--- src/design/extent_node_address_translator_defines.svh ---
// Assertion macros shared by the extent node address translator RTL.
`ifndef EXTENT_NODE_ADDRESS_TRANSLATOR_DEFINES_SVH
`define EXTENT_NODE_ADDRESS_TRANSLATOR_DEFINES_SVH

// Same-cycle implication on clk, masked during rst.
`define ENAT_CHECK(label, ante, cons, msg) \
  label: assert property (@(posedge clk) disable iff (rst) (ante) |-> (cons)) \
    else $error(msg);

// Next-cycle implication on clk, masked during rst.
`define ENAT_CHECK_NEXT(label, ante, cons, msg) \
  label: assert property (@(posedge clk) disable iff (rst) (ante) |=> (cons)) \
    else $error(msg);

`endif

--- src/design/enat_pkg.sv ---
// Types and constants shared by the extent node address translator.
package enat_pkg;

  localparam int EXTENT_SLOTS = 8;
  localparam int IDX_W = (EXTENT_SLOTS > 1) ? $clog2(EXTENT_SLOTS) : 1;

  localparam int SLOT_W = 3;
  localparam int WORD_W = 32;
  localparam int OFF_W  = 64;
  localparam int BS_W   = 32;
  localparam int NS_W   = 16;

  localparam int CFG_IDX_W  = 2;
  localparam int CFG_DATA_W = 64;

  localparam int QDEPTH = 2;
  localparam int QPTR_W = (QDEPTH > 1) ? $clog2(QDEPTH) : 1;
  localparam int QCNT_W = $clog2(QDEPTH + 1);

  typedef enum logic [CFG_IDX_W-1:0] {
    CFG_VSO = 2'd0,
    CFG_BS  = 2'd1,
    CFG_NS  = 2'd2
  } cfg_reg_t;

  typedef enum logic {
    OP_LOAD  = 1'b0,
    OP_XLATE = 1'b1
  } op_t;

  // Classification of an accepted item.
  typedef enum logic [1:0] {
    K_LOAD,
    K_NODE0,
    K_XLATE,
    K_SKIP
  } kind_t;

  typedef struct packed {
    kind_t             kind;
    logic [SLOT_W-1:0] slot;
    logic [WORD_W-1:0] start;
    logic [WORD_W-1:0] count;
    logic [WORD_W-1:0] node;
  } entry_t;

  typedef struct packed {
    logic [OFF_W-1:0] volume_start_offset;
    logic [BS_W-1:0]  block_size;
    logic [NS_W-1:0]  node_size;
  } cfg_t;

  typedef enum logic [2:0] {
    ST_IDLE,
    ST_PROD,
    ST_TEST,
    ST_DIV,
    ST_OMUL,
    ST_OADD,
    ST_RESP
  } state_t;

endpackage

--- src/design/enat_ifs.sv ---
// Valid/ready stream interfaces for the request and response channels.
interface enat_req_if import enat_pkg::*; ();
  logic              valid;
  logic              ready;
  logic              opcode;
  logic [SLOT_W-1:0] extent_slot;
  logic [WORD_W-1:0] start_block;
  logic [WORD_W-1:0] block_count;
  logic [WORD_W-1:0] node_number;

  modport source (output valid, opcode, extent_slot, start_block, block_count,
                  node_number, input ready);
  modport sink (input valid, opcode, extent_slot, start_block, block_count,
                node_number, output ready);
endinterface


--- src/design/enat_front.sv ---
// Front end: accepts request transfers and classifies them for the queue.
module enat_front import enat_pkg::*; (
  enat_req_if.sink req,
  input  logic     q_full,
  output logic     q_push,
  output entry_t   q_entry
);

  kind_t kind;

  always_comb begin
    unique case (op_t'(req.opcode))
      OP_LOAD: begin
        // drop loads aimed past the table
        kind = (int'(req.extent_slot) < EXTENT_SLOTS) ? K_LOAD : K_SKIP;
      end
      OP_XLATE: begin
        kind = (req.node_number == '0) ? K_NODE0 : K_XLATE;
      end
      default: kind = K_SKIP;
    endcase
  end

  assign req.ready = !q_full;
  assign q_push    = req.valid && !q_full && (kind != K_SKIP);

  always_comb begin
    q_entry.kind  = kind;
    q_entry.slot  = req.extent_slot;
    q_entry.start = req.start_block;
    q_entry.count = req.block_count;
    q_entry.node  = req.node_number;
  end

endmodule

--- src/flat_wrapper.sv ---
// flat-port wrapper written by rule: the top's interface ports become plain ports
module enat_front_flat import enat_pkg::*;
  (q_full, q_push, q_entry, req_valid, req_opcode, req_extent_slot, req_start_block, req_block_count, req_node_number, req_ready);
  enat_req_if req_i ();
  input  logic q_full;
  output logic q_push;
  output entry_t q_entry;
  input wire logic [$bits(req_i.valid)-1:0] req_valid;
  input wire logic [$bits(req_i.opcode)-1:0] req_opcode;
  input wire logic [$bits(req_i.extent_slot)-1:0] req_extent_slot;
  input wire logic [$bits(req_i.start_block)-1:0] req_start_block;
  input wire logic [$bits(req_i.block_count)-1:0] req_block_count;
  input wire logic [$bits(req_i.node_number)-1:0] req_node_number;
  output wire logic [$bits(req_i.ready)-1:0] req_ready;
  assign req_i.valid = req_valid;
  assign req_i.opcode = req_opcode;
  assign req_i.extent_slot = req_extent_slot;
  assign req_i.start_block = req_start_block;
  assign req_i.block_count = req_block_count;
  assign req_i.node_number = req_node_number;
  assign req_ready = req_i.ready;
  enat_front u_core (.req(req_i), .q_full(q_full), .q_push(q_push), .q_entry(q_entry));
endmodule
--- config.mk ---
export PLATFORM = sky130hd
export DESIGN_NAME = enat_front_flat
export DESIGN_NICKNAME = d
export VERILOG_FILES = /design/src/design/extent_node_address_translator_defines.svh /design/src/design/enat_pkg.sv /design/src/design/enat_ifs.sv /design/src/design/enat_front.sv /design/src/flat_wrapper.sv
export SDC_FILE = /design/constraint.sdc
export NUM_CORES = 1
export LEC_CHECK = 0
export ABC_AREA = 1
export BUFFER_PORTS_ARGS = -buffer_cell sky130_fd_sc_hd__buf_2
export CELL_PAD_IN_SITES_DETAIL_PLACEMENT = 2
export CELL_PAD_IN_SITES_GLOBAL_PLACEMENT = 2
export CORE_AREA = 2 2 98 100
export DETAILED_ROUTE_END_ITERATION = 10
export DIE_AREA = 0 0 100 102
export MAX_ROUTING_LAYER = met4
export PLACE_DENSITY = 0.95
export RECOVER_POWER = 25
export SYNTH_ARGS = -nofsm -noshare
export SYNTH_HDL_FRONTEND = slang
export SYNTH_SLANG_ARGS = --single-unit
--- constraint.sdc ---
create_clock -name vclk -period 0.8
set_input_delay 0.2 -clock vclk [all_inputs]
set_output_delay 0.2 -clock vclk [all_outputs]
set_load 0.03 [all_outputs]
==> results.cfg, run 1 <==
[global_route]
grt_start_max_net_pins = 3
grt.overflow.total = 0
first_global_vias = 623
grt_pass1_wl_um = 3140
antenna_found_initial = 0
grt_use_total_pct = 3.98

[setup_path]
critPathMaxFanout = 2
endpoint_kind = output port
critical-path-max-stage-delay_ns = 0.17
setup.worst_path.class = in -> out
cp_data_arrival_time_ns = 0.99
required_ns = 0.60
crit_slowest_cell = nor3_4
worstPathCellList = buf_6 -> nor2_4 -> nand2_2 -> nor2_4 -> nand2_4 -> nor3_4 -> buf_6
startpoint_type = input port

[finish]
postLayoutCoreUtil_pct = 10.7
num-clock-buffers = 0
area_growth_pct = 9.86
nNetsFinal = 216
drive_above_1_share_pct = 93.8
diodes = 0
n_fill_cell = 1090
seq_cells = 0
layout.area.seq_um2 = 0
final_area_um2 = 976

[synth]
synth_top_family_by_area = buffers and inverters
synth_simple_gate_area_share_pct = 15.1
synth_xor_area_share_pct = 0
ys_types = 5
yosys.area_share.adder_pct = 0
ys_warn_count = 0
seq_area_frac_synth_pct = 0
syn_inst = 136
synthMuxAreaShare_pct = 0
postSynthAreaPerCell_um2 = 6.53
netlist_area_um2 = 888
synth_compound_area_share_pct = 0
syn_nets = 238

[placed_design]
placed_cell_area_um2 = 706
place.detailed.hpwl_um = 2080
routabilityCongestion = 0.579
numPortBuffers = 71
dp_slack_ns = -0.558

[timing]
relSlewSlack_pct = 88.8
setup_viol = 2
period_needed_ns = 1.19
worst_pin_slew_ns = 0.169
finalHoldViolations = 0
timing.final.crit_share_pct = 149
clock.fmax_mhz = 838
setup_slack_ns = -0.393
drv_slew = 0
rsz0062_at_grt = yes

[power_and_ir_drop]
irDropWorstVdd_uv = 90.8
leakagePower_uw = 0.000448
power_density_nw_per_um2 = 598

[outcome]
violations = negative setup slack
status = complete, but fails checks

[floorplan]
core_area_um2 = 9110
design.die.area_um2 = 10200
die_h_um = 102
ios = 205
num_rows = 35
die_w_um = 100
initial_utilization_pct = 9.75

[drt]
via_per_inst = 2.78
drtAntennaViolNets = 0
num_vias = 619
firstDrtPassIters = 1
drc = 0
wl_per_cell_um = 10.5
drt_iter0_drc = 0
finalWirelength_um = 2330

[worst_hold_path]
hold_path_depth = 0
hp-class = in -> out

[run]
maxCapViolations = 0
worst paths after layout:
kind           startpoint          end
max   req_node_number[20]  q_entry[99]
min   req_block_count[10]  q_entry[42]
report_power, final:
group          switching, µW  internal (µW)  leakage (µW)  total (µW)
Sequential                 0              0             0           0
Combinational            342            241      0.000448         583
Clock                      0              0             0           0
synth_stat cells:
| library cell | instances | share of area, % |
|---|---|---|
| inv_1 | 3 | 1.3 |
| nand2_1 | 10 | 4.2 |
| buf_4 | 99 | 84 |
| nor3_2 | 1 | 1.1 |
| nor2_1 | 23 | 9.7 |
placed cells by master, fill, tap and decap left out:
cell type | netlist | final
nand2_1 | 10 | 2
nor2_4 | 0 | 14
nand2_2 | 0 | 7
buf_2 | 0 | 46
nor3_4 | 0 | 1
buf_6 | 0 | 22
nor2_2 | 0 | 7
buf_4 | 99 | 5
buf_8 | 0 | 1
clkbuf_4 | 0 | 1
nor2_1 | 23 | 2
nand2_4 | 0 | 1
inv_1 | 3 | 3
worst max-delay path, delay by kind of cell:
kind	cells	cell delay [ns]
buffers and inverters	2	0.25
and+or+nand+nor	5	0.54
cell type report:
| type | instances | area (µm²) | area share (%) |
|---|---|---|---|
| inverters | 3 | 11.3 | 1.15 |
| repair buffers | 75 | 538 | 55.1 |
| well taps | 111 | 139 | 14.2 |
| multi-input cells | 34 | 288 | 29.5 |
stage by stage:
stage	power, µW	hold WS [ns]	setup TNS (ns)	instances
2_1_floorplan	981	0.464	-0.388	136
3_3_place_gp	456	0.400	-1.12	223
3_5_place_dp	470	0.400	-1.15	223
4_1_cts	515	0.400	-0.853	223
5_1_grt	620	0.400	-0.898	223
6_report	583	0.400	-0.776	223
cells by family (layout without fill, tap and decap cells):
family                 after synthesis  count (layout)
and+or+nand+nor                     34              34
buffers and inverters              102              78
what timing repair did:
action | CTS | global route
pin swaps | 17 | 19
resized for setup | 28 | 41
hold buffers | 0 | 0
setup buffers | 0 | 0
endpoints found under the setup margin | 6 | 6
per-layer routing:
layer	routed length (µm)	GRT usage [%]
met1	577	3.03
met2	1350	8.68
met3	321	0.821
met4	87	1.79
met5	0	-
(Power assumes the default switching activity.)
==> run 2: changes to the inputs <==
--- a/config.mk
+++ b/config.mk
@@ -15,6 +15,7 @@
 export MAX_ROUTING_LAYER = met4
 export PLACE_DENSITY = 0.95
 export RECOVER_POWER = 25
+export SETUP_SLACK_MARGIN = 0.2
 export SYNTH_ARGS = -nofsm -noshare
 export SYNTH_HDL_FRONTEND = slang
 export SYNTH_SLANG_ARGS = --single-unit
==> results.cfg, run 2 (synthesis results as in run 1) <==
[outcome]
status = complete, but fails checks
violations = negative setup slack

[cts]
cts_hold_buf = 0
post_cts_buffers = 0

[finish]
nNetsFinal = 214
n_fill_cell = 1047
final_common_cell = buf_6
layout.area.seq_um2 = 0
drive_above_1_share_pct = 89.1
final_area_um2 = 1320
diodes = 0
num-clock-buffers = 0
seq_cells = 0
area_growth_pct = 48.0
layout_common_cells = 49 x buf_6, 23 x buf_8, 10 x nor2_4

[placed_design]
routabilityCongestion = 0.574
placed_cell_area_um2 = 708
place.detailed.hpwl_um = 1900
numPortBuffers = 71
dp_slack_ns = -0.648

[global_route]
grt_use_total_pct = 4.07
antenna_found_initial = 0
grt.overflow.total = 0
grt_start_max_net_pins = 3
first_global_vias = 686
grt_pass1_wl_um = 3310

[floorplan]
design.die.area_um2 = 10200
core_area_um2 = 9110
num_rows = 35
initial_utilization_pct = 9.75
die_h_um = 102
ios = 205
die_w_um = 100

[drt]
drtAntennaViolNets = 0
dr.max_layer_used = met4
drt_iter0_drc = 2
wl_met1_um = 570
finalWirelength_um = 2370
wl_met2_um = 1390
wl_per_cell_um = 10.7
drc = 0
via_per_inst = 2.75
num_vias = 607
wl_met3_um = 317
firstDrtPassIters = 2

[timing]
clock.fmax_mhz = 828
fin_tns_setup_ns = -0.776
setup_slack_ns = -0.408
setup_viol = 2
relSlewSlack_pct = 88.9
worst_pin_slew_ns = 0.166
rsz0062_at_grt = yes
drv_slew = 0
timing.final.crit_share_pct = 151
finalHoldViolations = 0
period_needed_ns = 1.21

[power_and_ir_drop]
leakagePower_uw = 0.000550
p_total_uw = 777
power_density_nw_per_um2 = 591
irDropWorstVdd_uv = 98.3

[setup_path]
startpoint_type = input port
required_ns = 0.60
endpoint_kind = output port
cp_data_arrival_time_ns = 1.01
setup.worst_path.class = in -> out
critPathMaxFanout = 2

[worst_hold_path]
hp-class = in -> out

[run]
maxCapViolations = 0
==> run 2: changes by cell type in the layout (fill, tap and decap cells not counted), sizes merged <==
cell    delta
clkbuf     -1
inv        -1
buf        -1
clkinv     +1
==> run 2: critical path, stage by stage <==
cell and delay (ns):
buf_8 0.10, nor2_4 0.09, nand2_2 0.05, nor2_2 0.11, nand2_2 0.09, nor3_4 0.20
buf_6 0.16
==> run 2: final timing paths <==
| path | from | end | slack (ns) | depth (start not counted) |
|---|---|---|---|---|
| min | req_block_count[25] | q_entry[57] | 0.40 | 0 |
| max | req_node_number[31] | q_entry[99] | -0.41 | 7 |
==> run 2: what timing repair did <==
item / in CTS / in global routing
setup endpoints to repair: 36 / 36
gates resized for setup: 138 / 26
pin swaps: 10 / 6
hold endpoints to repair: 0 / 0
==> run 2: power breakdown <==
group          internal (µW)  switching (µW)  total [µW]
Sequential                 0               0           0
Clock                      0               0           0
Combinational            424             353         777
==> run 2: final cells by class <==
class	instances	area [µm²]	share of cell area, %
Tap cell	111	139	10.6
Inverter	3	28.8	2.19
Timing Repair Buffer	73	902	68.6
Multi-Input combinational cell	34	245	18.6
==> run 2: through the flow <==
| stage | util (%) | hold WS [ns] | cells |
|---|---|---|---|
| after global placement | 7.77 | 0.400 | 221 |
| final | 14.4 | 0.400 | 221 |
| after CTS | 13.5 | 0.400 | 221 |
| after floorplan | - | 0.436 | 136 |
| after global routing | 14.4 | 0.400 | 221 |
| after detailed placement | 7.77 | 0.400 | 221 |
==> run 2: layer usage <==
layer,vias to the layer above,GRT usage (%)
met5,-,-
li1,256,-
met3,18,1.44
met4,0,2.11
met2,59,8.84
met1,274,2.66
