===== src/design/extent_node_address_translator_defines.svh =====
// Assertion macros shared by the extent node address translator RTL.
`ifndef EXTENT_NODE_ADDRESS_TRANSLATOR_DEFINES_SVH
`define EXTENT_NODE_ADDRESS_TRANSLATOR_DEFINES_SVH

// Same-cycle implication on clk, masked during rst.
`define ENAT_CHECK(label, ante, cons, msg) \
  label: assert property (@(posedge clk) disable iff (rst) (ante) |-> (cons)) \
    else $error(msg);

// Next-cycle implication on clk, masked during rst.
`define ENAT_CHECK_NEXT(label, ante, cons, msg) \
  label: assert property (@(posedge clk) disable iff (rst) (ante) |=> (cons)) \
    else $error(msg);

`endif


===== src/design/enat_pkg.sv =====
// Types and constants shared by the extent node address translator.
package enat_pkg;

  localparam int EXTENT_SLOTS = 8;
  localparam int IDX_W = (EXTENT_SLOTS > 1) ? $clog2(EXTENT_SLOTS) : 1;

  localparam int SLOT_W = 3;
  localparam int WORD_W = 32;
  localparam int OFF_W  = 64;
  localparam int BS_W   = 32;
  localparam int NS_W   = 16;

  localparam int CFG_IDX_W  = 2;
  localparam int CFG_DATA_W = 64;

  localparam int QDEPTH = 2;
  localparam int QPTR_W = (QDEPTH > 1) ? $clog2(QDEPTH) : 1;
  localparam int QCNT_W = $clog2(QDEPTH + 1);

  typedef enum logic [CFG_IDX_W-1:0] {
    CFG_VSO = 2'd0,
    CFG_BS  = 2'd1,
    CFG_NS  = 2'd2
  } cfg_reg_t;

  typedef enum logic {
    OP_LOAD  = 1'b0,
    OP_XLATE = 1'b1
  } op_t;

  // Classification of an accepted item.
  typedef enum logic [1:0] {
    K_LOAD,
    K_NODE0,
    K_XLATE,
    K_SKIP
  } kind_t;

  typedef struct packed {
    kind_t             kind;
    logic [SLOT_W-1:0] slot;
    logic [WORD_W-1:0] start;
    logic [WORD_W-1:0] count;
    logic [WORD_W-1:0] node;
  } entry_t;

  typedef struct packed {
    logic [OFF_W-1:0] volume_start_offset;
    logic [BS_W-1:0]  block_size;
    logic [NS_W-1:0]  node_size;
  } cfg_t;

  typedef enum logic [2:0] {
    ST_IDLE,
    ST_PROD,
    ST_TEST,
    ST_DIV,
    ST_OMUL,
    ST_OADD,
    ST_RESP
  } state_t;

endpackage


===== src/design/enat_queue.sv =====
// Short queue between the front end and the translation engine.
module enat_queue import enat_pkg::*; (
  input  logic   clk,
  input  logic   rst,
  input  logic   push,
  input  entry_t wdata,
  output logic   full,
  input  logic   pop,
  output logic   empty,
  output entry_t rdata
);

  entry_t              entries [QDEPTH];
  logic [QPTR_W-1:0]   wr_ptr;
  logic [QPTR_W-1:0]   rd_ptr;
  logic [QCNT_W-1:0]   fill;

  assign full  = (fill == QCNT_W'(QDEPTH));
  assign empty = (fill == '0);
  assign rdata = entries[rd_ptr];

  always_ff @(posedge clk) begin
    if (push) begin
      entries[wr_ptr] <= wdata;
    end
  end

  always_ff @(posedge clk) begin
    if (rst) begin
      wr_ptr <= '0;
      rd_ptr <= '0;
      fill   <= '0;
    end else begin
      if (push) begin
        wr_ptr <= (wr_ptr == QPTR_W'(QDEPTH - 1)) ? '0 : wr_ptr + 1'b1;
      end
      if (pop) begin
        rd_ptr <= (rd_ptr == QPTR_W'(QDEPTH - 1)) ? '0 : rd_ptr + 1'b1;
      end
      if (push && !pop) begin
        fill <= fill + 1'b1;
      end else if (pop && !push) begin
        fill <= fill - 1'b1;
      end
    end
  end

endmodule


===== config.mk =====
export PLATFORM = sky130hd
export DESIGN_NAME = enat_queue
export DESIGN_NICKNAME = d
export VERILOG_FILES = /design/src/design/extent_node_address_translator_defines.svh /design/src/design/enat_pkg.sv /design/src/design/enat_queue.sv
export SDC_FILE = /design/constraint.sdc
export NUM_CORES = 1
export LEC_CHECK = 0
export BUFFER_PORTS_ARGS = -buffer_cell sky130_fd_sc_hd__buf_2
export CORE_MARGIN = 5
export CORE_UTILIZATION = 50
export CTS_CLUSTER_DIAMETER = 30
export DETAILED_ROUTE_END_ITERATION = 12
export PLACE_DENSITY = 0.77
export REMOVE_ABC_BUFFERS = 1
export SYNTH_ARGS = -nofsm -noshare
export SYNTH_HDL_FRONTEND = slang
export SYNTH_SLANG_ARGS = --single-unit
export TNS_END_PERCENT = 30

===== constraint.sdc =====
create_clock -name clk -period 6.71 [get_ports clk]
set_input_delay 0.3355 -clock clk [delete_from_list [all_inputs] [get_ports clk]]
set_output_delay 0.3355 -clock clk [all_outputs]
set_load 0.005 [all_outputs]

==> results of run 1 <==
## cells by family after synthesis
kind of cell / count (synthesis)
fa+ha+maj: 1
simple gates: 9
flops: 207
xor+xnor: 4
mux: 101
compound gates: 2
buf+inv: 12
## metal layers
metal / global-route usage (%) / vias to the layer above
met4: 6.47 / 0
li1: - / 1838
met1: 18.3 / 1937
met5: 0 / -
met3: 6.53 / 23
met2: 27.9 / 159
## cells in the final DEF, fill, tap and decap left out
cell and n:
a21oi_1 1, and2_4 1, and2b_2 1, buf_2 207, buf_4 4, bufinv_16 6, clkbuf_1 1, clkbuf_16 40
clkinv_1 8, clkinv_2 6, clkinv_4 2, clkinv_8 1, clkinvlp_4 5, dfxtp_1 4, dfxtp_4 1, edfxtp_1 202
ha_1 1, inv_1 1, inv_6 3, mux2_2 101, nor2_1 5, nor2b_4 1, o21ai_0 1, or3_1 1
xnor2_1 2, xor2_1 2
## area by class of cell
type,instances,area [um^2]
clock buffers,41,1000
flip-flops and latches,207,6170
clock inverters,31,338
multi-input cells,117,1250
inverters,1,3.75
well taps,184,230
repair buffers,211,1070
fillers,953,4580
## through the flow
stage / util [%] / area (um^2) / worst slack [ns] / hold WS, ns / cells
after global routing: 68.7 / 10100 / 3.68 / 0.00505 / 792
final: 68.7 / 10100 / 3.81 / 0.0279 / 792
after detailed placement: 59.6 / 8720 / 4.29 / 0.509 / 720
after global placement: 59.6 / 8720 / 4.35 / 0.489 / 720
after CTS: 68.7 / 10100 / 3.76 / 0.00298 / 792
after floorplan: - / 7410 / 1.34 / 0.405 / 325
## state kept, by name (all words and copies together), names as in the netlist, named ones only
signal / count
entries: 202
rd_ptr: 1
wr_ptr: 1
fill: 2
## worst paths after layout
| path | from | endpoint | slack, ns | cells after the start |
|---|---|---|---|---|
| min reg2reg | fill[1] | fill[1] | 0.54 | 2 |
| max reg2reg | wr_ptr | entries[1][79] | 4.54 | 2 |
| max | flip-flop | rdata[79] | 3.81 | 3 |
| min | wdata[42] | entries[0][42] | 0.03 | 1 |
## power by group through the flow
stage / registers (mW) / logic (mW) / clock network [mW]
finish: 1.54 / 0.268 / 1.93
global route: 1.55 / 0.293 / 2.03
floorplan: 1.57 / 0.132 / 0
CTS: 1.54 / 0.274 / 1.96
global placement: 1.56 / 0.265 / 0
detailed placement: 1.57 / 0.270 / 0
==> flow_summary.toml, run 1 <==
[run_status]
status = "finished clean"

[clock_tree]
cts_resized = 0
ctsRootBufferMaster = "clkbuf_16"
path_clk_slew_ns = 0.04
cts_tree = "built"
clock_path_buffers = 3
clkLatencyLatePin_ns = 0.49
h-tree-depth = 2
cts_buffers = 39
cts.sinks = 207
holdBufCountCts = 0
post-cts-setup-buffers = 0

[route]
m1WireLength_mm = 5.60
top_layer = "met4"
wire_per_inst_um = 18.1
wirelength_mm = 14.4
drcViolationCount = 0
dr_wl_met2_mm = 7.23
dr_total_vias = 3957
met3_wirelength_mm = 1.26
first_iter_violations = 213
vias_per_cell = 5.00
dr.pass1.iters = 4
ant_nets = 0

[worst_setup_path]
critPathTopFamily = "buffers and inverters"
crit_buf_inv = 2
cp-end-kind = "primary output"
cp_slowest_stage_delay_ns = 0.75
critPathKind = "flip-flop to primary output"
cp-start-kind = "flip-flop"
cp_data_arrival_time_ns = 2.56
crit_fanout = 54
path_cells = "buf_4, mux2_2, buf_2"
required_ns = 6.37
critPathSlowestCell = "dfxtp_4"

[timing]
maxSlewViolCount = 0
final.min_clock_period_ns = 2.90
rsz0062_at_grt = "no"
worst_pin_slew_ns = 0.795
slew_headroom_pct = 47.0
setup-violations-final = 0
hold_viol = 0
min_period_over_period_pct = 43.2
fmax_ghz = 0.345
fin_tns_setup_ns = 0
clock_skew_ns = 0.0138

[global_route]
grt_max_degree = 59
gr-usage-all-layers_pct = 16.3
grt_pass1_vias = 4468
grt_remaining_overflow = 0
antenna_found_initial = 0
grt_pass1_wl_mm = 22.6

[power_and_ir_drop]
swShare_pct = 20.5
power.internal_mw = 2.97
powerDensity_mw_per_mm2 = 371
seq_power_share_pct = 41.3
vdd_drop_max_mv = 0.267
comb_power_share_pct = 7.2
p_sw_uw = 765
clkPwrFrac_pct = 51.5
p_leak_nw = 3.85
total_power_mw = 3.74

[yosys]
ys.flop_type = "edfxtp_1"
synth_top_area_share_pct = 80.6
synth_area_leader_cell = "edfxtp_1"
synth_commonest_cells = "edfxtp_1, mux2_2, buf_6, dfxtp_1, nor2_1"
muxShareOfSynthArea_pct = 15.1
async_flop_share_pct = 0
synth-edff-count = 202
synthAdderAreaFrac_pct = 0.166
syn_area_mm2 = 0.00752
synth-seq-area-share_pct = 81.9
ys_types = 17
synth.most_common_cell = "edfxtp_1"
synth_compound_area_share_pct = 0.133
yosys_warnings = 0
synthesis.instances = 336
synthSimpleGateAreaFrac_pct = 0.615
synth_xor_xnor_area_share_pct = 0.466
ys_ff_latch = 207
yosys-top-cells-area = "edfxtp_1, mux2_2, buf_6, dfxtp_1, nor2_1"
synth_top_family_by_area = "multiplexers"
avgSynthCellArea_um2 = 22.4

[min_path]
holdCritPathClass = "input port to flip-flop"

[flow_run]
maxCapViolCount = 0

[floorplan]
io_pins = 208
fp.coreArea_mm2 = 0.0146
dieArea_mm2 = 0.0176
die_w_um = 133
die_h_um = 133
start_util_pct = 51.4
rows = 44

[place]
hpwl_mm = 9.18
place_congestion = 0.727
io_buffers = 207

[layout]
diodes = 0
drive_above_1_share_pct = 62.3
area_delta_synth_final_pct = 33.7
nets = 683
(Power assumes the default switching activity.)
==> run 2: changes to the inputs <==
Settings changed: ABC_AREA set to 1, CORE_UTILIZATION 50 to 47, PLACE_DENSITY 0.77 to 0.75.
Clock period 6.71 ns to 2.55 ns, I/O delays scaled along.
==> run 2 against run 1 <==
Effect of this change:
- non-clock buffer count rose by 111
- synthesized cell count rose by 3.3%
- sequential share of layout area fell by 7.3 points
- worst setup slack got worse by 3.4 ns
- cell count rose by 19%
- critical endpoint is now rdata[97]
==> flow_summary.toml, run 2 <==
[yosys]
syn_area_mm2 = 0.00796
synth_area_leader_cell = "edfxtp_1"
synth-edff-count = 202
yosys-top-cells-area = "edfxtp_1, mux2_4, buf_12, mux2_2, dfxtp_1"
synthesis.instances = 347
ys_types = 17
synth_commonest_cells = "edfxtp_1, mux2_4, mux2_2, buf_12, inv_1"
yosys_warnings = 0
synth.most_common_cell = "edfxtp_1"
ys_ff_latch = 207
ys.flop_type = "edfxtp_1"
async_flop_share_pct = 0
synth-seq-area-share_pct = 77.4
avgSynthCellArea_um2 = 23.0
synth_top_area_share_pct = 76.2

[worst_setup_path]
cp-start-kind = "flip-flop"
cp_data_arrival_time_ns = 2.02
r2r-end = "entries[1][72]"
r2r_start = "wr_ptr"
required_ns = 2.42
crit_fanout = 27
r2r_slack_ns = 1.09
reg2regPathDepth = 3
critPathKind = "flip-flop to primary output"
cp-end-kind = "primary output"

[timing]
hold_viol = 0
slew_headroom_pct = 51.5
worst_pin_slew_ns = 0.727
maxSlewViolCount = 0
rsz0062_at_grt = "no"
final.min_clock_period_ns = 2.15
min_period_over_period_pct = 84.3
whs_ns = 0.370
fmax_ghz = 0.465
setup-violations-final = 0
clock_skew_ns = 0.00942

[global_route]
antenna_found_initial = 0
grt_pass1_vias = 5059
globalRouteMet1Util_pct = 19.2
grt_util_met3_pct = 5.18
grtUsageMet2_pct = 29.6
grt_pass1_wl_mm = 26.3
grt_remaining_overflow = 0
grt_max_degree = 103
gr-usage-all-layers_pct = 16.8
grt.busiest_layer = "met2"

[route]
dr_total_vias = 4479
drcViolationCount = 0
first_iter_violations = 193
ant_nets = 0
dr.pass1.iters = 4
wirelength_mm = 16.7
vias_per_cell = 4.74
wire_per_inst_um = 17.7

[place]
place_congestion = 0.720
placedCellCount = 773
io_buffers = 207
hpwl_mm = 10.0

[floorplan]
dieArea_mm2 = 0.0196
die_h_um = 140
start_util_pct = 48.0
io_pins = 208
rows = 47
die_w_um = 140
fp.coreArea_mm2 = 0.0166

[min_path]
holdCritPathClass = "input port to flip-flop"
hold_end = "entries[0][84]"
hold_depth = 2
min_from = "wdata[84]"

[flow_run]
maxCapViolCount = 0

[layout]
regMostFlops = "entries"
final_cell_mix = "buf_2, edfxtp_1, dlygate4sd3_1"
nets = 803
fill_cells = 1076
area_delta_synth_final_pct = 43.4
largestRegisters = "entries: 202 flops, fill: 2 flops"
layoutNonFillerInstCount = 945
final_common_cell = "buf_2"
diodes = 0
drive_above_1_share_pct = 51.9
largest_reg_flops = 202

[clock_tree]
cts_tree = "built"
clock_path_buffers = 3
ctsRootBufferMaster = "clkbuf_16"
cts_buffers = 37
post-cts-setup-buffers = 0
cts.sinks = 207
path_clk_slew_ns = 0.05
h-tree-depth = 2
clkLatencyLatePin_ns = 0.48

[power_and_ir_drop]
powerDensity_mw_per_mm2 = 819
total_power_mw = 9.36
p_leak_nw = 4.61
vdd_drop_max_mv = 0.807

[run_status]
status = "finished clean"
-- run 2: metrics by stage --
step | worst slack [ns] | utilization, % | area [um^2] | TNS, ns
2_1_floorplan | -2.53 | - | 7770 | -461.48
3_3_place_gp | 0.924 | 55.6 | 9220 | 0
3_5_place_dp | 0.910 | 55.6 | 9220 | 0
4_1_cts | 0.392 | 68.8 | 11400 | 0
5_1_grt | 0.308 | 68.8 | 11400 | 0
6_report | 0.400 | 68.8 | 11400 | 0
-- run 2: per-layer routing --
metal | up-vias | wire [um]
li1 | 2072 | -
met5 | - | 0
met1 | 2187 | 6380
met2 | 176 | 8690
met3 | 44 | 1160
met4 | 0 | 469
-- run 2: layout make-up --
type                    instances  area (um^2)  share of cell area [%]
clock buffers                  44          995                    8.71
clock inverters                23          154                    1.35
inverters                       9         36.3                   0.318
multi-input cells             120         1580                    13.8
flip-flops and latches        207         6170                    54.0
well taps                     220          275                    2.41
repair buffers                322         2210                    19.4
-- run 2: worst max-delay path, stage by stage, from the launching register on --
cell     delay [ns]
dfxtp_4        0.70
buf_4          0.33
mux2_2         0.36
buf_2          0.13
-- run 2: what timing repair did --
| item | CTS | global route |
|---|---|---|
| gates resized for setup | 0 | 0 |
| setup endpoints to repair | 0 | 0 |
| endpoints found under the hold margin | 207 | 0 |
| hold buffers | 105 | 0 |
-- run 2: worst max-delay path by stage --
stage | from | end | slack (ns) | cells past startpoint
after floorplan | wr_ptr | entries[0][0] | -2.53 | 1
after global placement | flip-flop | rdata[91] | 0.92 | 3
after detailed placement | flip-flop | rdata[88] | 0.91 | 3
after CTS | flip-flop | rdata[88] | 0.39 | 3
after global routing | flip-flop | rdata[97] | 0.31 | 3
final | flip-flop | rdata[97] | 0.40 | 3
-- run 2: cell families (layout without fill, tap and decap cells) --
| logic type | Yosys count | after routing | share of synthesized area, % |
|---|---|---|---|
| AOI/OAI and AO/OA | 2 | 2 | 0.126 |
| and+or+nand+nor | 15 | 15 | 0.770 |
| muxes | 101 | 101 | 18.5 |
| buffers and inverters | 20 | 398 | 2.89 |
| adders and majority gates | 1 | 1 | 0.157 |
| xor gates and xnor gates | 1 | 1 | 0.110 |
| DFF | 207 | 207 | 77.4 |
-- run 2: power breakdown --
group	internal [mW]	leakage, nW	switching (mW)
Clock	2.87	0.549	1.50
Combinational	0.564	2.12	0.388
Sequential	3.95	1.94	0.0754
